### config.mk
export PLATFORM = sky130hd
export DESIGN_NAME = square_matrix_rotate_reflect
export DESIGN_NICKNAME = d
export VERILOG_FILES = /design/src/sqrr_pkg.sv /design/src/sqrr_ctrl.sv /design/src/sqrr_datapath.sv /design/src/square_matrix_rotate_reflect.sv
export SDC_FILE = /design/constraint.sdc
export NUM_CORES = 2
export LEC_CHECK = 0
export BUFFER_PORTS_ARGS = -buffer_cell sky130_fd_sc_hd__buf_2
export CAP_MARGIN = 15
export CORE_MARGIN = 5
export CORE_UTILIZATION = 35
export DETAILED_ROUTE_END_ITERATION = 8
export GPL_TIMING_DRIVEN = 0
export PLACE_DENSITY_LB_ADDON = 0.08
export SLEW_MARGIN = 15
export SYNTH_ARGS = -nofsm -noshare
export SYNTH_HDL_FRONTEND = slang
export SYNTH_SLANG_ARGS = --single-unit
### constraint.sdc
create_clock -name clk_i -period 5.61 [get_ports clk_i]
set_clock_uncertainty 0.1 [all_clocks]
set_input_delay 0.2805 -clock clk_i [delete_from_list [all_inputs] [get_ports clk_i]]
set_output_delay 0.2805 -clock clk_i [all_outputs]
set_load 0.05 [all_outputs]
### src/sqrr_pkg.sv
// ----------------------------------------------------------------------------
// sqrr_pkg
// Shared constants, command struct and element helpers for the square tile
// rotate / reflect block.
// ----------------------------------------------------------------------------
package sqrr_pkg;

  localparam int MAX_DIM        = 8;
  localparam int ELEM_WIDTH     = 16;
  localparam int DEFAULT_STRIDE = 5;
  localparam int RESET_SIZE     = 5;

  localparam int DIM_W  = (MAX_DIM > 1) ? $clog2(MAX_DIM) : 1;
  localparam int ADDR_W = 2 * DIM_W;
  localparam int DEPTH  = 1 << ADDR_W;

  // command codes
  localparam logic [1:0] MODE_WRITE   = 2'd0;
  localparam logic [1:0] MODE_ROTATE  = 2'd1;
  localparam logic [1:0] MODE_REFLECT = 2'd2;

  localparam logic [1:0] CHOICE_NONE  = 2'd0;
  localparam logic [1:0] ROT_90       = 2'd1;
  localparam logic [1:0] ROT_180      = 2'd2;
  localparam logic [1:0] ROT_270      = 2'd3;
  localparam logic [1:0] REFL_X       = 2'd1;
  localparam logic [1:0] REFL_Y       = 2'd2;
  localparam logic [1:0] REFL_POINT   = 2'd3;

  // controller -> datapath command
  typedef struct packed {
    logic                  wr_en;
    logic [ADDR_W-1:0]     wr_addr;
    logic [ELEM_WIDTH-1:0] wr_data;
    logic                  rd_en;
    logic                  rd_primary;
    logic                  rd_rotate;
    logic [ADDR_W-1:0]     rd_addr;
    logic [DIM_W-1:0]      row;
    logic [DIM_W-1:0]      col;
    logic                  last;
  } cmd_t;

  // 16-bit signed input -> stored element
  function automatic logic [ELEM_WIDTH-1:0] to_elem(input logic [15:0] v);
    logic [31:0] ext;
    ext = 32'(signed'(v));
    return ext[ELEM_WIDTH-1:0];
  endfunction

  // stored element -> 16-bit output
  function automatic logic [15:0] to_out(input logic [ELEM_WIDTH-1:0] e);
    logic [31:0] ext;
    ext = 32'(signed'(e));
    return ext[15:0];
  endfunction

  // reset tile: r*5 + c + 1
  function automatic logic [ELEM_WIDTH-1:0] default_elem(input logic [ADDR_W-1:0] a);
    logic [31:0] r;
    logic [31:0] c;
    logic [31:0] s;
    r = 32'(a[ADDR_W-1:DIM_W]);
    c = 32'(a[DIM_W-1:0]);
    s = r * 32'(DEFAULT_STRIDE) + c + 32'd1;
    return s[ELEM_WIDTH-1:0];
  endfunction

endpackage

### src/sqrr_ctrl.sv
// ----------------------------------------------------------------------------
// sqrr_ctrl
// Command sequencer: size register, row/column scan and source address map.
// ----------------------------------------------------------------------------
module sqrr_ctrl (
  input  logic                  clk_i,
  input  logic                  rst_ni,
  input  logic                  start,
  output logic                  busy,
  input  logic [1:0]            mode_i,
  input  logic [2:0]            elem_row_i,
  input  logic [2:0]            elem_col_i,
  input  logic signed [15:0]    elem_value_i,
  input  logic [1:0]            choice_i,
  input  logic                  source_select_i,
  input  logic                  cfg_we_i,
  input  logic [3:0]            cfg_data_i,
  output sqrr_pkg::cmd_t        cmd_o
);

  typedef enum logic [1:0] {
    S_IDLE,
    S_ISSUE,
    S_DRAIN
  } state_e;

  state_e                      state_q;
  logic [sqrr_pkg::DIM_W-1:0]  i_q, j_q;
  logic                        rotate_q;
  logic [1:0]                  choice_q;
  logic                        src_q;
  logic [3:0]                  size_q;

  logic                        accept;
  logic [3:0]                  n;
  logic [sqrr_pkg::DIM_W-1:0]  nm1, ri, rj, src_r, src_c;
  logic                        row_ok, col_ok, last;

  assign busy   = (state_q != S_IDLE);
  assign accept = start && !busy;

  // clamp size to 1..MAX_DIM
  always_comb begin
    priority if (size_q == 4'd0) begin
      n = 4'd1;
    end else if (size_q > 4'(sqrr_pkg::MAX_DIM)) begin
      n = 4'(sqrr_pkg::MAX_DIM);
    end else begin
      n = size_q;
    end
  end

  assign nm1    = sqrr_pkg::DIM_W'(n - 4'd1);
  assign ri     = nm1 - i_q;
  assign rj     = nm1 - j_q;
  assign row_ok = ({1'b0, elem_row_i} < n);
  assign col_ok = ({1'b0, elem_col_i} < n);
  assign last   = (i_q == nm1) && (j_q == nm1);

  always_comb begin
    src_r = i_q;
    src_c = j_q;
    if (rotate_q) begin
      unique case (choice_q)
        sqrr_pkg::ROT_90:  begin src_r = j_q; src_c = ri;  end
        sqrr_pkg::ROT_180: begin src_r = ri;  src_c = rj;  end
        sqrr_pkg::ROT_270: begin src_r = rj;  src_c = i_q; end
        default:           begin src_r = i_q; src_c = j_q; end
      endcase
    end else begin
      unique case (choice_q)
        sqrr_pkg::REFL_X:     begin src_r = ri;  src_c = j_q; end
        sqrr_pkg::REFL_Y:     begin src_r = i_q; src_c = rj;  end
        sqrr_pkg::REFL_POINT: begin src_r = ri;  src_c = rj;  end
        default:              begin src_r = i_q; src_c = j_q; end
      endcase
    end
  end

  always_comb begin
    cmd_o.wr_en      = accept && (mode_i == sqrr_pkg::MODE_WRITE) && row_ok && col_ok;
    cmd_o.wr_addr    = {elem_row_i[sqrr_pkg::DIM_W-1:0], elem_col_i[sqrr_pkg::DIM_W-1:0]};
    cmd_o.wr_data    = sqrr_pkg::to_elem(elem_value_i);
    cmd_o.rd_en      = (state_q == S_ISSUE);
    cmd_o.rd_primary = rotate_q || src_q;
    cmd_o.rd_rotate  = rotate_q;
    cmd_o.rd_addr    = {src_r, src_c};
    cmd_o.row        = i_q;
    cmd_o.col        = j_q;
    cmd_o.last       = last;
  end

  always_ff @(posedge clk_i or negedge rst_ni) begin
    if (!rst_ni) begin
      state_q  <= S_IDLE;
      i_q      <= '0;
      j_q      <= '0;
      rotate_q <= 1'b0;
      choice_q <= sqrr_pkg::CHOICE_NONE;
      src_q    <= 1'b0;
      size_q   <= 4'(sqrr_pkg::RESET_SIZE);
    end else begin
      if (cfg_we_i) begin
        size_q <= cfg_data_i;
      end
      unique case (state_q)
        S_IDLE: begin
          if (accept && (mode_i == sqrr_pkg::MODE_ROTATE || mode_i == sqrr_pkg::MODE_REFLECT)
              && choice_i != sqrr_pkg::CHOICE_NONE) begin
            state_q  <= S_ISSUE;
            i_q      <= '0;
            j_q      <= '0;
            rotate_q <= (mode_i == sqrr_pkg::MODE_ROTATE);
            choice_q <= choice_i;
            src_q    <= source_select_i;
          end
        end
        S_ISSUE: begin
          if (last) begin
            state_q <= S_DRAIN;
          end else if (j_q == nm1) begin
            j_q <= '0;
            i_q <= i_q + 1'b1;
          end else begin
            j_q <= j_q + 1'b1;
          end
        end
        S_DRAIN: begin
          state_q <= S_IDLE;
        end
        default: begin
          state_q <= S_IDLE;
        end
      endcase
    end
  end

  // a write transfer never occupies the sequencer
  a_write_no_busy: assert property (@(posedge clk_i) disable iff (!rst_ni)
    (accept && mode_i == sqrr_pkg::MODE_WRITE) |=> !busy)
    else $error("write left controller busy");

  // a valid rotate starts its scan at the origin
  a_rotate_start: assert property (@(posedge clk_i) disable iff (!rst_ni)
    (accept && mode_i == sqrr_pkg::MODE_ROTATE && choice_i != sqrr_pkg::CHOICE_NONE)
    |=> (cmd_o.rd_en && cmd_o.row == '0 && cmd_o.col == '0))
    else $error("rotate scan did not start at origin");

  // the scan issues without gaps until its last element
  a_issue_no_gap: assert property (@(posedge clk_i) disable iff (!rst_ni)
    (cmd_o.rd_en && !cmd_o.last) |=> cmd_o.rd_en)
    else $error("gap in element scan");

endmodule

### src/sqrr_datapath.sv
// ----------------------------------------------------------------------------
// sqrr_datapath
// Primary and rotated tile memories with reset-default valid bits and the
// registered result stage.
// ----------------------------------------------------------------------------
module sqrr_datapath (
  input  logic                  clk_i,
  input  logic                  rst_ni,
  input  sqrr_pkg::cmd_t        cmd_i,
  output logic                  out_strobe_o,
  output logic signed [15:0]    out_value_o,
  output logic [2:0]            out_row_o,
  output logic [2:0]            out_col_o,
  output logic                  last_element_o
);

  logic [sqrr_pkg::ELEM_WIDTH-1:0] prim_mem [sqrr_pkg::DEPTH];
  logic [sqrr_pkg::ELEM_WIDTH-1:0] rot_mem  [sqrr_pkg::DEPTH];

  logic [sqrr_pkg::DEPTH-1:0]      prim_vld_q, rot_vld_q;
  logic                            prim_hit_q, rot_hit_q;
  logic [sqrr_pkg::ELEM_WIDTH-1:0] prim_rd_q, rot_rd_q, def_q;

  logic                            strobe_q, wb_q, last_q, sel_prim_q;
  logic [sqrr_pkg::DIM_W-1:0]      row_q, col_q;
  logic [sqrr_pkg::ELEM_WIDTH-1:0] elem;

  // entries never written read as the reset tile
  always_comb begin
    if (sel_prim_q) begin
      elem = prim_hit_q ? prim_rd_q : def_q;
    end else begin
      elem = rot_hit_q ? rot_rd_q : def_q;
    end
  end

  always_ff @(posedge clk_i) begin
    if (cmd_i.wr_en) begin
      prim_mem[cmd_i.wr_addr] <= cmd_i.wr_data;
    end
    if (cmd_i.rd_en) begin
      prim_rd_q <= prim_mem[cmd_i.rd_addr];
      def_q     <= sqrr_pkg::default_elem(cmd_i.rd_addr);
    end
  end

  always_ff @(posedge clk_i) begin
    if (wb_q) begin
      rot_mem[{row_q, col_q}] <= elem;
    end
    if (cmd_i.rd_en) begin
      rot_rd_q <= rot_mem[cmd_i.rd_addr];
    end
  end

  always_ff @(posedge clk_i) begin
    if (cmd_i.rd_en) begin
      row_q      <= cmd_i.row;
      col_q      <= cmd_i.col;
      sel_prim_q <= cmd_i.rd_primary;
    end
  end

  always_ff @(posedge clk_i or negedge rst_ni) begin
    if (!rst_ni) begin
      prim_vld_q <= '0;
      rot_vld_q  <= '0;
      prim_hit_q <= 1'b0;
      rot_hit_q  <= 1'b0;
      strobe_q   <= 1'b0;
      wb_q       <= 1'b0;
      last_q     <= 1'b0;
    end else begin
      if (cmd_i.wr_en) begin
        prim_vld_q[cmd_i.wr_addr] <= 1'b1;
      end
      if (wb_q) begin
        rot_vld_q[{row_q, col_q}] <= 1'b1;
      end
      if (cmd_i.rd_en) begin
        prim_hit_q <= prim_vld_q[cmd_i.rd_addr];
        rot_hit_q  <= rot_vld_q[cmd_i.rd_addr];
      end
      strobe_q <= cmd_i.rd_en;
      wb_q     <= cmd_i.rd_en && cmd_i.rd_rotate;
      last_q   <= cmd_i.rd_en && cmd_i.last;
    end
  end

  assign out_strobe_o   = strobe_q;
  assign out_value_o    = sqrr_pkg::to_out(elem);
  assign out_row_o      = 3'(row_q);
  assign out_col_o      = 3'(col_q);
  assign last_element_o = strobe_q && last_q;

  a_strobe_follows_read: assert property (@(posedge clk_i) disable iff (!rst_ni)
    out_strobe_o |-> $past(cmd_i.rd_en))
    else $error("result without a preceding read");

  a_tile_contiguous: assert property (@(posedge clk_i) disable iff (!rst_ni)
    (out_strobe_o && !last_element_o) |=> out_strobe_o)
    else $error("tile output ended without last element");

  a_last_marked: assert property (@(posedge clk_i) disable iff (!rst_ni)
    (cmd_i.rd_en && cmd_i.last) |=> last_element_o)
    else $error("final element not marked last");

endmodule

### src/square_matrix_rotate_reflect.sv
// ----------------------------------------------------------------------------
// square_matrix_rotate_reflect
// Write: busy stays low. Rotate/reflect: results follow the start transfer
// through the state register and the registered memory read, one element per
// cycle from the memory read port, and busy stays high through the scan and
// drain states. The receiver cannot stall; results stream.
// Reset (async, active low) returns size to 5 and both tiles to r*5+c+1.
// ----------------------------------------------------------------------------
module square_matrix_rotate_reflect (
  input  logic                clk_i,
  input  logic                rst_ni,
  // command channel: a transfer happens when start is high and busy low
  input  logic                start,
  output logic                busy,
  input  logic [1:0]          mode_i,
  input  logic [2:0]          elem_row_i,
  input  logic [2:0]          elem_col_i,
  input  logic signed [15:0]  elem_value_i,
  input  logic [1:0]          choice_i,
  input  logic                source_select_i,
  // size register write
  input  logic                cfg_we_i,
  input  logic [3:0]          cfg_data_i,
  // result channel: one element per strobe, row-major
  output logic                out_strobe_o,
  output logic signed [15:0]  out_value_o,
  output logic [2:0]          out_row_o,
  output logic [2:0]          out_col_o,
  output logic                last_element_o
);

  // Controller owns the size register and the scan counters. It turns each
  // output position (i,j) into the source address for the selected turn or
  // mirror and hands a read command to the datapath every cycle of the scan.
  sqrr_pkg::cmd_t cmd;

  sqrr_ctrl u_ctrl (
    .clk_i           (clk_i),
    .rst_ni          (rst_ni),
    .start           (start),
    .busy            (busy),
    .mode_i          (mode_i),
    .elem_row_i      (elem_row_i),
    .elem_col_i      (elem_col_i),
    .elem_value_i    (elem_value_i),
    .choice_i        (choice_i),
    .source_select_i (source_select_i),
    .cfg_we_i        (cfg_we_i),
    .cfg_data_i      (cfg_data_i),
    .cmd_o           (cmd)
  );

  // Datapath holds both tiles. Reads are registered; on a rotate the element
  // read from the primary tile is written into the rotated tile in the same
  // cycle it is presented on the result ports. Valid bits let never-written
  // entries read back as the reset tile with no clearing sweep.
  sqrr_datapath u_datapath (
    .clk_i          (clk_i),
    .rst_ni         (rst_ni),
    .cmd_i          (cmd),
    .out_strobe_o   (out_strobe_o),
    .out_value_o    (out_value_o),
    .out_row_o      (out_row_o),
    .out_col_o      (out_col_o),
    .last_element_o (last_element_o)
  );

endmodule
# After elaboration in Yosys (flattened, before gate mapping)
# Memories as Yosys holds them, arrays and structs flattened. A register that Yosys moved wholly into a read port is not among the register bits.
# Cells that the tools add are included.
# totals
reg_bits	172
ram_bits	2048
input_bits	35
out_inout_bits	25
memories	2
# memory_table
memory	depth	word_bits	rd	rd_ports_with_merged_regs	wr	line_no	source
u_datapath.prim_mem	64	16	1	1	1	sqrr_datapath.sv:17	logic [sqrr_pkg::ELEM_WIDTH-1:0] prim_mem [sqrr_pkg::DEPTH];
u_datapath.rot_mem	64	16	1	1	1	sqrr_datapath.sv:18	logic [sqrr_pkg::ELEM_WIDTH-1:0] rot_mem [sqrr_pkg::DEPTH];
# op_classes
add_sub_neg	7
mul	1
n_lt_le_gt_ge	8
eq_ne	12
n_mux	33
bitwise	2
n_reduce_logical	27
# ops
op	count
bitwise OR 64 bit	2
two-way mux 16 bit	3
two-way mux 3 bit	9
< comparator 6 x 7 -> 1 bit, second input constant	3
one-hot mux 3 bit (3 select lines)	2
adder 16 x 1 -> 16 bit, second input constant	1
binary-select mux 1 bit (select 6 bit)	2
demux 1 bit (select 6 bit)	2
greater-or-equal comparator 6 x 1 -> 1 bit, second input constant	2
logical AND 1 bit	12
one-hot mux 3 bit (2 select lines)	2
< comparator 3 x 4 -> 1 bit	2
two-way mux 1 bit	8
two-way mux 4 bit	2
adder 6 x 3 -> 7 bit	1
adder 3 x 1 -> 3 bit, second input constant	2
== test 2 x 1 -> 1 bit, second input constant	3
== test 2 bit, second input constant	3
== test 3 bit	2
multiplier 3 x 3 -> 6 bit, second input constant	1
!= test 2 bit, second input constant	3
nonzero test 2 bit	3
subtractor 3 bit	2
greater-than comparator 4 bit, second input constant	1
12 further kinds	17

# Logic depth before layout (Yosys ltp)
# logic_depth
ltp_word	10
mapped_depth	20

# Modules after synthesis
# Synthesis repeated with hierarchy kept, for this count alone.
# unflattened
hier_cells	3903
area_unflattened_um2	86520.5
# by_module_without_submodules
mod	instances	cells_each	area_each_um2
sqrr_datapath	1	3733	84951.5
sqrr_ctrl	1	170	1569.0

# Worst setup path before layout
# No wires, ideal clock.
# synth_timing
path_kind	register to register
startpoint	reg u_datapath.rot_hit_q
endpoint	mem u_datapath.rot_mem[0][14] in the netlist's numbering, data pin
arrival_ns	4.326
t_required_ns	4.604
slack_ns	0.278
stages_incl_launch_ff	4
n_path_buf	1
synth_period_minus_slack_ns	5.332
cell_sequence	dfrtp_1 > clkbuf_1 > nand2_1 > o21ai_0
# synth_via
elab_chain_cells	2
# synth_lines
element	line_no	source
from (decl)	sqrr_datapath.sv:21	logic prim_hit_q, rot_hit_q;
from (signal assigned)	sqrr_datapath.sv:82	rot_hit_q <= rot_vld_q[cmd_i.rd_addr];
two-way mux 16 bit	sqrr_datapath.sv:33	elem = rot_hit_q ? rot_rd_q : def_q;
two-way mux 16 bit	sqrr_datapath.sv:30	if (sel_prim_q) begin
via out_value_o[14]	square_matrix_rotate_reflect.sv:26	output logic signed [15:0] out_value_o,
to (decl)	sqrr_datapath.sv:18	
# The timed path passes the listed nets, and every way through them passes these cells.

# Worst setup path after layout
# layout_timing
startpoint	reg u_ctrl.size_q[3]
endpoint	reg u_datapath.rot_rd_q[3] in the netlist's numbering (read register of u_datapath.rot_mem), data pin
# layout_via
elab_chain_cells	7
elab_cells_between_ends	13
# layout_lines
element	line_no	source
from (decl)	sqrr_ctrl.sv:32	logic [3:0] size_q;
from (signal assigned)	sqrr_ctrl.sv:101	size_q <= 4'(sqrr_pkg::RESET_SIZE);
from (signal assigned)	sqrr_ctrl.sv:104	size_q <= cfg_data_i;
greater-than comparator 4 bit	sqrr_ctrl.sv:46	end else if (size_q > 4'(sqrr_pkg::MAX_DIM)) begin
two-way mux 4 bit	sqrr_ctrl.sv:46	
two-way mux 4 bit *	sqrr_ctrl.sv:44	priority if (size_q == 4'd0) begin
subtractor 3 x 1 -> 3 bit *	sqrr_ctrl.sv:53	assign nm1 = sqrr_pkg::DIM_W'(n - 4'd1);
subtractor 3 bit, on equally long branches	sqrr_ctrl.sv:55, sqrr_ctrl.sv:54	
one-hot mux 3 bit (3 select lines) or two-way mux 3 bit (tied branches)	sqrr_ctrl.sv:64, sqrr_ctrl.sv:71	
two-way mux 3 bit	sqrr_ctrl.sv:63	if (rotate_q) begin
to (decl)	sqrr_datapath.sv:22	logic [sqrr_pkg::ELEM_WIDTH-1:0] prim_rd_q, rot_rd_q, def_q;
# Mark *: on every way between the ends. The rest lies on a longest branch, timed or not.
# A chain may end at the register's enable or synchronous reset.

==> out/results.txt <==
The run gives 22800 um2 as the area of combinational cells with multiple inputs. The worst setup path is captured at a flop. Class of the most critical hold timing path: input port to flop. The final worst-path setup slack came out at -0.0616 ns. The register clock-pin slew on the reported worst setup and hold paths is 0.06 ns. For this block, the initial DRC count from the detailed router was 6785. Once the floorplan was initialized, standard cells occupied 35.1% of the core. Ranked by total cell area, the synthesized netlist is headed by edfxtp_1 70%, nand2_1 8.3%, dfrtp_1 4.1%. After technology mapping, the gate count stands at 6788. The number of remaining DRC errors was 0; the synthesis-to-layout area growth was 20.0%.

The run gives 66600 um2 as the register cell area after layout. The setup-violating endpoint count in the final report is 1. The tools report the total number of nets in the final design as 7335. After the flow finishes, the layout carries non-filler instances totaling 10.9k. The clock net in this run drives a total of 2243 sinks. The logs give 58.4k for the via count of the first global-routing pass and 74.2% for the sequential area share after synthesis. The count of max-cap constraint violations came out at 0. The pin count of the biggest net entering global routing is 88, and the sum of routed wire length over all layers is 373 mm.

During placement, the flow inserted port buffers numbering 58. TritonCTS built the clock tree. For the placed instance count, the log shows 10.4k. The placer's final routability congestion estimate came out at 0.922. Setup repair after global routing left no endpoint under its margin. The post-synthesis register bit count is 2243.

For the final hold violation count, the log shows 0. After legalization and detailed placement, the total HPWL measured 266 mm. After layout, the worst path uses 101% of the clock period.

The count of warnings emitted by yosys was 0. Number of top-level pins: 60. The run gives 6849 as the net count after synthesis. The core region is 256000 um2. For the count of final max-slew check failures, the log shows 0. Wire length per cell after detailed routing: 34.3 um. edfxtp_1 takes more of the synthesized area than any other cell.

The checks that failed: negative setup slack. Dividing the detail-routed via count by the number of cells gives 5.62. The most common cell in the synthesized netlist is edfxtp_1. The synthesized design devotes to its leading area cell type 70.0% of total area.

TritonCTS created 241 clock buffers. The layout cell share with drive strength beyond 1 was 17.9%. The H-tree generated during clock tree synthesis spans 4 levels.

The die height is 516 um. The highest fanout seen on the critical path is 10. The number of inserted filler cells in the final layout was 23.8k. The run gives 89800 um2 as the cell area after synthesis. STA classifies the critical path startpoint as a flop. The endpoint required time on the critical path was 6.15 ns. The number of enable-type register cells in the synthesized netlist is 2094, and the global-route wire length before repair is 501 mm. The distinct cell type count of the synthesized netlist is 67. For the number of antenna violations at the first check in global routing, the log shows 39. The final period demand of the worst path works out to 5.67 ns.

The fmax was 176 MHz; the total via count in the routed design was 61.1k. The die covers 267000 um2. At the pin with the least slew margin, the transition time is 1.28 ns. The flow ran to the end, but the final reports show violations. The detail route stage leaves a number of antenna-violating nets equal to 0. The arrival time of the worst setup path was 6.21 ns; the mean area per synthesized cell was 13.2 um2. The root buffer cell was clkbuf_16. Before antenna repair, the detailed router went through 6 iterations.

For this run, the leading register cell type out of synthesis is edfxtp_1. The logs give 0.92 ns for the clock network latency to the later pin of the worst-skew pair and 0 for the total overflow reported by the global router. The critical path is of the flop to flop type. For this run, the total global-route usage over all layers was measured as 27.4%. The floorplan has 186 rows. Ranked by instance count, the synthesized netlist is headed by 2094 x edfxtp_1, 1996 x nand2_1, 704 x nand3_1.

Worst max-slew margin expressed relative to the limit: 14.7%. The width of the chip is 516 um, and the async set or reset register ratio after synthesis is 6.64%. No sink is reached through more buffers than the 3 on the longest clock path.
==> registers in the layout, summed over array words and instances (netlist names), 2 cells and up <==
| register | cells |
|---|---|
| u_ctrl.choice_q | 2 |
| u_ctrl.i_q | 3 |
| u_ctrl.j_q | 3 |
| u_ctrl.size_q | 4 |
| u_ctrl.state_q | 2 |
| u_datapath.def_q | 7 |
| u_datapath.out_col_o | 3 |
| u_datapath.out_row_o | 3 |
| u_datapath.prim_mem | 1024 |
| u_datapath.prim_rd_q | 16 |
| u_datapath.prim_vld_q | 64 |
| u_datapath.rot_mem | 1024 |
| u_datapath.rot_rd_q | 16 |
| u_datapath.rot_vld_q | 64 |
==> worst max-delay path, cell delays in order, from the launching register on <==
cell      delay (ns)
dfrtp_1         0.69
nand2b_4        0.33
ha_1            0.31
fa_1            0.56
nor2b_1         0.08
o311a_1         0.37
nor2_4          0.25
inv_1           0.09
clkbuf_2        0.33
nand2_1         0.67
clkbuf_1        0.51
o22ai_1         0.31
nor2_2          0.58
a211oi_2        0.16
==> per-layer routing <==
metal | global-route usage (%) | routed length (um) | share of wire [%]
met3 | 5.01 | 26400 | 7.1
met5 | 0 | 29 | 0.0078
met2 | 43.8 | 173000 | 46
met1 | 36.8 | 156000 | 42
met4 | 11.5 | 17900 | 4.8
==> final timing paths <==
check	from	end	slack, ns	depth (start not counted)
worst min-delay path	mode_i[1]	u_ctrl.i_q[2]$_DFFE_PN0P_	0.08	6
worst max-delay path	u_ctrl.size_q[3]$_DFFE_PN0P_	u_datapath.rot_rd_q[3]$_DFFE_PP_	-0.06	13
min in group asynchronous	rst_ni	u_ctrl.size_q[2]$_DFFE_PN1P_	0.39	3
worst min register to register	u_datapath.prim_vld_q[3]$_DFFE_PN0P_	u_datapath.prim_vld_q[3]$_DFFE_PN0P_	0.37	1
worst max register to register	u_ctrl.size_q[3]$_DFFE_PN0P_	u_datapath.rot_rd_q[3]$_DFFE_PP_	-0.06	13
max in group asynchronous	rst_ni	u_datapath.rot_vld_q[34]$_DFFE_PN0P_	4.46	4
==> through the flow <==
stage               utilization, %  worst slack [ns]  instance area, um2  hold WS [ns]  setup TNS, ns
floorplan                        -             0.278               89800        -0.115              0
global placement              36.8             -3.35               94300         0.345       -1562.89
detailed placement            38.4             -1.39               98300         0.165         -40.59
CTS                           42.0          -0.00882              108000       0.00623       -0.00882
global route                  42.1          0.000971              108000        0.0979              0
finish                        42.1           -0.0616              108000        0.0826        -0.0616
==> cells by family after synthesis <==
kind of cell | count (synthesis) | share of synthesized area, %
XOR/XNOR | 13 | 0.157
AND/OR/NAND/NOR | 3292 | 15.8
flip-flops | 2243 | 74.2
AO/OA/AOI/OAI | 670 | 5.60
adder cells (fa/ha/maj) | 26 | 0.387
buffers and inverters | 470 | 2.55
multiplexers | 74 | 1.26
==> cell usage in the layout (no fill, tap or decap), drive strengths merged, types with 31 or more instances in the layout <==
| master | count |
|---|---|
| nand3 | 704 |
| or2 | 131 |
| and3 | 160 |
| nand4 | 36 |
| edfxtp | 2094 |
| nand2 | 1996 |
| a311oi | 193 |
| clkinv | 112 |
| a32oi | 33 |
| o21ai | 71 |
| clkbuf | 454 |
| mux2i | 38 |
| dlygate4sd3 | 49 |
| mux4 | 31 |
| a31oi | 212 |
| buf | 493 |
| dfrtp | 147 |
| nor2 | 208 |
| a211oi | 44 |
==> final cells by class <==
type / count / area share (%)
tap: 3384 / 3.93
buffer: 445 / 2.24
multi-input combinational: 4075 / 21.2
antenna: 12 / 0.0279
sequential: 2243 / 61.9
clock inverter: 141 / 1.28
inverter: 22 / 0.0778
clock buffer: 308 / 5.90
timing repair buffer: 246 / 3.48
==> what timing repair did <==
action / 4_1_cts / 5_1_grt
gates resized for setup: 273 / 20
endpoints found under the hold margin: 927 / 0
hold buffers: 50 / 0
pin swaps: 7 / 2
setup buffers: 2 / 1
setup endpoints to repair: 39 / 35
Power is not shown: default switching activity piles up to over one toggle a cycle in this logic, so the estimate is an artifact.
